--- src/rtl/lzwe_pkg.sv ---
// lzwe_pkg: shared constants, types and state codes of the lzw byte stream encoder
// no dependencies
package lzwe_pkg;

	localparam int HASH_SLOTS = 5003;
	localparam int IDX_W = $clog2(HASH_SLOTS);

	localparam logic [11:0] CLEAR_CODE = 12'd256;
	localparam logic [11:0] END_CODE = 12'd257;
	localparam logic [11:0] FIRST_FREE = 12'd258;
	localparam logic [11:0] CODE_CEILING = 12'd4094;
	localparam logic [3:0] START_WIDTH = 4'd9;
	localparam logic [12:0] START_LIMIT = 13'd512;

	typedef struct packed {
		logic used;
		logic [19:0] key;
		logic [11:0] code;
	} slot_t;

	typedef struct packed {
		logic valid;
		logic [11:0] code;
		logic [3:0] width;
		logic last;
		logic fin;
	} push_t;

	typedef enum logic [2:0] {
		ST_SWEEP,
		ST_IDLE,
		ST_PROBE,
		ST_MISS,
		ST_CLEAR,
		ST_END_PFX,
		ST_END_CODE
	} state_t;

endpackage

--- src/rtl/lzwe_packer.sv ---
// lzwe_packer: msb-first bit packer with byte output register
// depends on lzwe_pkg
module lzwe_packer (
	input  logic clk,
	input  logic arst_n,
	input  lzwe_pkg::push_t push,
	output logic idle,
	output logic out_valid,
	input  logic out_stall,
	output logic [7:0] out_byte,
	output logic run_last,
	output logic stream_end
);
	logic [20:0] acc_q;
	logic [4:0] bits_q;
	logic drain_q, pad_q, last_q, fin_q;
	logic out_valid_q, run_last_q, stream_end_q;
	logic [7:0] out_byte_q;
	logic load_ok;
	logic [4:0] bits_left;
	logic [20:0] acc_sh;
	logic [20:0] acc_pad;

	assign idle = !drain_q && !pad_q;
	assign load_ok = !out_valid_q || !out_stall;
	assign bits_left = bits_q - 5'd8;
	assign acc_sh = acc_q >> bits_left;
	assign acc_pad = acc_q << (5'd8 - bits_q);

	always_ff @(posedge clk or negedge arst_n) begin
		if (!arst_n) begin
			acc_q <= 21'(lzwe_pkg::CLEAR_CODE);
			bits_q <= 5'(lzwe_pkg::START_WIDTH);
			drain_q <= 1'b0;
			pad_q <= 1'b0;
			last_q <= 1'b0;
			fin_q <= 1'b0;
			out_valid_q <= 1'b0;
			run_last_q <= 1'b0;
			stream_end_q <= 1'b0;
			out_byte_q <= 8'd0;
		end else begin
			if (out_valid_q && !out_stall) begin
				out_valid_q <= 1'b0;
			end
			if (push.valid) begin
				acc_q <= (acc_q << push.width) | 21'(push.code);
				bits_q <= bits_q + 5'(push.width);
				drain_q <= 1'b1;
				last_q <= push.last;
				fin_q <= push.fin;
			end else if (drain_q && load_ok) begin
				out_valid_q <= 1'b1;
				out_byte_q <= acc_sh[7:0];
				run_last_q <= last_q && (bits_left < 5'd8) && !(fin_q && bits_left != 5'd0);
				stream_end_q <= fin_q && bits_left == 5'd0;
				bits_q <= bits_left;
				if (bits_left < 5'd8) begin
					drain_q <= 1'b0;
					if (fin_q && bits_left != 5'd0) begin
						pad_q <= 1'b1;
					end else if (fin_q) begin
						// stream done, reload the opening clear code
						acc_q <= 21'(lzwe_pkg::CLEAR_CODE);
						bits_q <= 5'(lzwe_pkg::START_WIDTH);
					end
				end
			end else if (pad_q && load_ok) begin
				out_valid_q <= 1'b1;
				out_byte_q <= acc_pad[7:0];
				run_last_q <= 1'b1;
				stream_end_q <= 1'b1;
				pad_q <= 1'b0;
				acc_q <= 21'(lzwe_pkg::CLEAR_CODE);
				bits_q <= 5'(lzwe_pkg::START_WIDTH);
			end
		end
	end

	assign out_valid = out_valid_q;
	assign out_byte = out_byte_q;
	assign run_last = run_last_q;
	assign stream_end = stream_end_q;
endmodule

--- config.mk ---
export PLATFORM = sky130hd
export DESIGN_NAME = lzwe_packer
export DESIGN_NICKNAME = d
export VERILOG_FILES = /design/src/rtl/lzwe_pkg.sv /design/src/rtl/lzwe_packer.sv
export SDC_FILE = /design/constraint.sdc
export NUM_CORES = 1
export LEC_CHECK = 0
export BUFFER_PORTS_ARGS = -buffer_cell sky130_fd_sc_hd__buf_2
export CORE_MARGIN = 2
export CORE_UTILIZATION = 25
export CTS_CLUSTER_DIAMETER = 200
export CTS_CLUSTER_SIZE = 40
export DETAILED_ROUTE_END_ITERATION = 16
export HOLD_SLACK_MARGIN = 0.06
export PLACE_DENSITY_LB_ADDON = 0.08
export SLEW_MARGIN = 10
export SYNTH_ARGS = -nofsm -noshare
export SYNTH_HDL_FRONTEND = slang
export SYNTH_SLANG_ARGS = --single-unit
--- constraint.sdc ---
create_clock -name clk -period 3.08 [get_ports clk]
set_clock_uncertainty 0.15 [all_clocks]
set_input_delay 0.154 -clock clk [delete_from_list [all_inputs] [get_ports clk]]
set_output_delay 0.154 -clock clk [all_outputs]
set_load 0.005 [all_outputs]
# After elaboration in Yosys (flattened, before gate mapping)
# Index checks and enable logic that the tools add are counted.
# W data, S select, Z words.
dict set report totals {
  ff_bits 41
  latch_bits 0
  ram_bits 0
  romBits 0
  in_bits 22
  output_inout_bits 12
  mem_count 0
}
dict set report classes {
  addsub 3
  mul 0
  n_div 0
  magnitude_cmp 1
  eq_ne 5
  n_shift 3
  muxes 28
  bitwise_logic 2
  reduce_logical 24
}
# operator n
set ops {}
lappend ops {{$mux W21} 6}
lappend ops {{$mux W5} 6}
lappend ops {{$or A21 B12 Y21} 1}
lappend ops {{$shl A21 B4 Y21} 1}
lappend ops {{$shl A21 B5 Y8} 1}
lappend ops {{$shr A21 B5 Y8} 1}
lappend ops {{$mux W8} 2}
lappend ops {{$mux W1} 14}
lappend ops {{$logic_and A1 B1 Y1} 8}
lappend ops {{$reduce_and A4 Y1} 2}
lappend ops {{$ne A3 B3 Y1 const B} 2}
lappend ops {{$reduce_bool A2 Y1} 3}
lappend ops {{$add A5 B4 Y5} 1}
lappend ops {{$logic_not A1 Y1} 5}
lappend ops {{$logic_not A5 Y1} 1}
lappend ops {{$lt A5 B4 Y1 const B} 1}
lappend ops {{$reduce_bool A5 Y1} 1}
lappend ops {{$sub A4 B5 Y5 const A} 1}
lappend ops {{$sub A5 B4 Y5 const B} 1}
lappend ops {{$ne A2 B1 Y1 const B} 2}
lappend ops {{$reduce_and A2 Y1} 2}
lappend ops {{$ne A3 B2 Y1 const B} 1}
lappend ops {{$reduce_bool A3 Y1} 1}
lappend ops {{$logic_or A1 B1 Y1} 1}
lappend ops {{$not A1 Y1} 1}

# Longest topological paths before layout
dict set report depth {
  word_depth 7
  ltp_mapped 10
  depth_no_buf 7
}

# Least setup slack after synthesis
# Ideal clock, no wire load.
dict set report synth_path {
  path_type {reg2reg}
  start {register bits_q[1]}
  end {register out_byte_q[6] (netlist: out_byte[6])}
  t_arrival_ns 2.234
  t_required_ns 2.804
  path_slack_ns 0.570
  stages_incl_launch_ff 10
  n_path_buf 3
  synth_period_minus_slack_ns 2.510
  path_cell_list {dfrtp_1 -> buf_4 -> buf_2 -> inv_1 -> ha_1 -> clkbuf_1 -> mux4_2 -> mux2_2 -> a21oi_1 -> a21oi_1}
}
dict set report synth_between {
  elab_chain_len 4
}
# element line
set synth_rtl {}
lappend synth_rtl {{start: declaration} lzwe_packer.sv:15} ;# logic [4:0] bits_q;
lappend synth_rtl {{start signal: assignment} lzwe_packer.sv:33} ;# bits_q <= 5'(lzwe_pkg::START_WIDTH);
lappend synth_rtl {{start signal: assignment} lzwe_packer.sv:48} ;# bits_q <= bits_q + 5'(push.width);
lappend synth_rtl {{start signal: assignment} lzwe_packer.sv:57} ;# bits_q <= bits_left;
lappend synth_rtl {{$sub A4 B5 Y5} lzwe_packer.sv:28} ;# assign acc_pad = acc_q << (5'd8 - bits_q);
lappend synth_rtl {{$shl A21 B5 Y8} lzwe_packer.sv:28}
lappend synth_rtl {{$mux W8} lzwe_packer.sv:68} ;# end else if (pad_q && load_ok) begin
lappend synth_rtl {{$mux W8 (*)} lzwe_packer.sv:52} ;# end else if (drain_q && load_ok) begin
lappend synth_rtl {{end signal: assignment} lzwe_packer.sv:54} ;# out_byte_q <= acc_sh[7:0];
lappend synth_rtl {{end signal: assignment} lzwe_packer.sv:70} ;# out_byte_q <= acc_pad[7:0];
lappend synth_rtl {{end: declaration} lzwe_packer.sv:18} ;# logic [7:0] out_byte_q;
# Mark *: on every way between the ends. The rest lies on a longest branch, timed or not. The select of a mux whose other input is x is not followed.
# A chain may end at the register's enable or synchronous reset.

# Final worst setup path
dict set report layout_path {
  start {register bits_q[0]}
  end {register out_byte_q[1] (netlist: out_byte[1])}
}
# Same word-level chain as after synthesis.

==> impl_metrics.json <==
{
  "status": "complete, no violations",
  "r2r_cells": 6,
  "grt_pass1_vias": 3474,
  "path_clk_slew_ns": 0.07,
  "p_leak_uw": 0.00185,
  "crit_chain": "buf_4 > mux4_2 > a22oi_1 > o211ai_1 > a221oi_1 > a21oi_1",
  "setup_violations": 0,
  "async_reset_ff_share_pct": 100,
  "fin_crit_ns": 2.67,
  "final_max_slew_viol_count": 0,
  "max_stage_delay_ns": 0.58,
  "max_freq_mhz": 375,
  "rsz0062_at_grt": "no",
  "routedWlPerCell_um": 21.6,
  "antennaDiodeCount": 0,
  "track_usage_pct": 16.8,
  "crit_type": "flip-flop to flip-flop",
  "synth-seq-cells": 41,
  "synth.net_count": 424,
  "globalplace.congestion": 0.768,
  "crit_path_max_fanout": 38,
  "synth_top_cell_area_share_pct": 24.6,
  "synthTopCellsByArea": "dfrtp_1 25%, mux4_2 17%, mux2i_1 7.8%",
  "ir_worst_vdd_uv": 262,
  "relSlewSlack_pct": 24.2,
  "worst_ep_arrival_time_ns": 2.64,
  "clock_latency_ns": 0.30,
  "wl_um": 13200,
  "synth_flop_cell": "dfrtp_1",
  "antenna_found_initial": 0,
  "cts_tree": "yes",
  "start_kind": "flip-flop",
  "cts_hold_buf": 15,
  "drc_errors": 0,
  "dieHeight_um": 128,
  "period_share_pct": 86.6,
  "r2r_end": "out_byte[1]",
  "instances_no_fill": 609,
  "crit_path_start": "bits_q[0]",
  "placementRows": 45,
  "ios": 34,
  "ys_warn_count": 0,
  "grt_first_pass_wirelength_um": 21000,
  "cp.buffers_inverters": 1,
  "initial_utilization_pct": 25.6,
  "yosysTopAreaCell": "dfrtp_1",
  "cts.path.max_buffers": 2,
  "core_region_area_um2": 15100,
  "crit_cells": 6,
  "final_util_pct": 29.4,
  "comb_power_share_pct": 57.5,
  "hold_viol_final": 0,
  "worst_slew_pin_slew_ns": 1.13,
  "cts_resized": 0,
  "switchingPower_uw": 1610,
  "endpoint_kind": "flip-flop",
  "internal-power_uw": 2100,
  "switching_share_pct": 43.4,
  "dpl-instance-area_um2": 4150,
  "dieArea_um2": 16500,
  "syn_to_final_growth_pct": 15.2,
  "globalRoute.totalOverflow": 0,
  "hold_class": "input port to flip-flop",
  "syn-cell-area_um2": 3870,
  "ys_seq_area_share_pct": 26.6,
  "h-tree-depth": 2,
  "avgSynthCellArea_um2": 9.80,
  "die_w_um": 128,
  "synthCells": 395,
  "via_per_inst": 5.60,
  "crit_family": "compound AO/OA/AOI/OAI gates",
  "synth_edf_count": 0,
  "drive_above_1_share_pct": 24.0,
  "cts-root-buf": "clkbuf_16",
  "cp_slowest_cell": "mux4_2",
  "num_vias": 3408,
  "reg2reg_from": "bits_q[0]",
  "dpl.hpwl_um": 9230,
  "initialDrtViolationCount": 276,
  "cts_buffers": 5,
  "pwr-share-seq_pct": 25.6,
  "power_frac_clock_pct": 16.9,
  "synth_cell_types": 59,
  "setup_tns_ns": 0,
  "power_density_nw_per_um2": 833,
  "critPathRequiredTime_ns": 3.05,
  "max_cap_viol_count": 0,
  "clock-sinks": 41,
  "final_cell_area_um2": 4460,
  "drt_pass1_iterations": 4,
  "num-fill-cells": 1595,
  "place_inst": 586,
  "post_cts_buffers": 0,
  "cp-endpoint": "out_byte[1]",
  "grt_max_degree": 42,
  "ant_nets": 0,
  "nets": 449,
  "port_buffers": 33,
  "rrSetupSlack_ns": 0.41
}
## flip-flops by register name (all words and copies together) (netlist names)
name,cells
out_valid,1
out_byte,8
bits_q,5
pad_q,1
last_q,1
acc_q,21
fin_q,1
stream_end,1
drain_q,1
run_last,1
## worst min path at each step
stage | start | to | slack (ns) | cells past startpoint
2_1_floorplan | arst_n | acc_q[0] | -0.29 | 0
3_3_place_gp | push[1] | last_q | 0.24 | 2
3_5_place_dp | push[1] | last_q | 0.24 | 2
4_1_cts | push[14] | acc_q[8] | 0.1 | 4
5_1_grt | push[14] | acc_q[8] | 0.14 | 4
6_report | push[14] | acc_q[8] | 0.1 | 4
## cells by family (layout without fill, tap and decap cells)
logic type	after synthesis	after routing	synth area share, %
compound gates	108	108	19.7
flops	41	41	26.6
xor+xnor	7	7	1.58
mux	73	73	30.2
buf+inv	49	75	6.17
fa+ha+maj	7	7	2.46
simple gates	110	110	13.3
## per-stage QoR
| step | hold WS, ns | total power, uW | setup slack (ns) |
|---|---|---|---|
| 2_1_floorplan | -0.292 | 2500 | 0.570 |
| 3_3_place_gp | 0.237 | 3110 | 0.451 |
| 3_5_place_dp | 0.240 | 3090 | 0.446 |
| 4_1_cts | 0.0978 | 3750 | 0.424 |
| 5_1_grt | 0.140 | 4020 | 0.280 |
| 6_report | 0.0989 | 3710 | 0.414 |
## metal layers
layer  wire, um  vias to the layer above  part of all wire (%)  global-route usage, %
li1           -                     1572                     -                      -
met1       5790                     1705                    44                   21.7
met2       6490                      108                    49                   28.5
met3        598                       23                   4.5                   2.91
met4        288                        0                   2.2                   5.37
met5          0                        -                     0                      0
## layout by cell type (no fill, tap or decap), drive strengths merged, types with 5 or more instances in the layout
| master | n |
|---|---|
| mux4 | 33 |
| mux2 | 10 |
| clkbuf | 6 |
| dfrtp | 38 |
| nand3b | 6 |
| a21oi | 20 |
| ha | 6 |
| a31oi | 5 |
| a21o | 5 |
| nor2 | 25 |
| nand2 | 44 |
| a22oi | 5 |
| dlygate4sd3 | 15 |
| o211ai | 5 |
| a22o | 17 |
| o21ai | 20 |
| inv | 9 |
| nor3 | 9 |
| mux2i | 30 |
| buf | 43 |
| nor2b | 7 |
## cell type report
| class | count | area [um^2] | area share (%) |
|---|---|---|---|
| clock buffers | 6 | 129 | 2.89 |
| clock inverters | 2 | 35.0 | 0.786 |
| inverters | 9 | 33.8 | 0.758 |
| multi-input cells | 305 | 2610 | 58.4 |
| flip-flops and latches | 41 | 1030 | 23.1 |
| well taps | 188 | 235 | 5.27 |
| repair buffers | 58 | 390 | 8.75 |
## cell usage after synthesis, types with 4 or more instances
| cell type | count |
|---|---|
| inv_1 | 8 |
| nand3b_1 | 6 |
| nor3_1 | 9 |
| ha_1 | 6 |
| a32o_1 | 4 |
| nor2b_1 | 7 |
| clkbuf_1 | 21 |
| buf_2 | 8 |
| mux4_2 | 30 |
| buf_4 | 4 |
| a21o_1 | 5 |
| xor2_1 | 4 |
| dfrtp_1 | 38 |
| a22o_1 | 17 |
| mux2_2 | 10 |
| a21oi_1 | 20 |
| buf_6 | 4 |
| a31oi_1 | 5 |
| nand2_1 | 44 |
| nor2_1 | 25 |
| o211ai_1 | 5 |
| o21ai_0 | 19 |
| a22oi_1 | 5 |
| nand3_1 | 4 |
| a221oi_1 | 4 |
| mux2i_1 | 30 |
## worst min-delay path, cell delays in order
cell and delay, ns:
buf_2 0.07, nand2b_1 0.10, a311oi_1 0.05, a21oi_1 0.12
## power by group through the flow
stage               Sequential, uW  Clock (uW)  Combinational [uW]
finish                         951         627                2140
global route                   983         663                2370
CTS                            950         650                2150
detailed placement             959           0                2130
global placement               962           0                2150
floorplan                      839           0                1660
No activity file was read; power rests on OpenSTA's default activity.
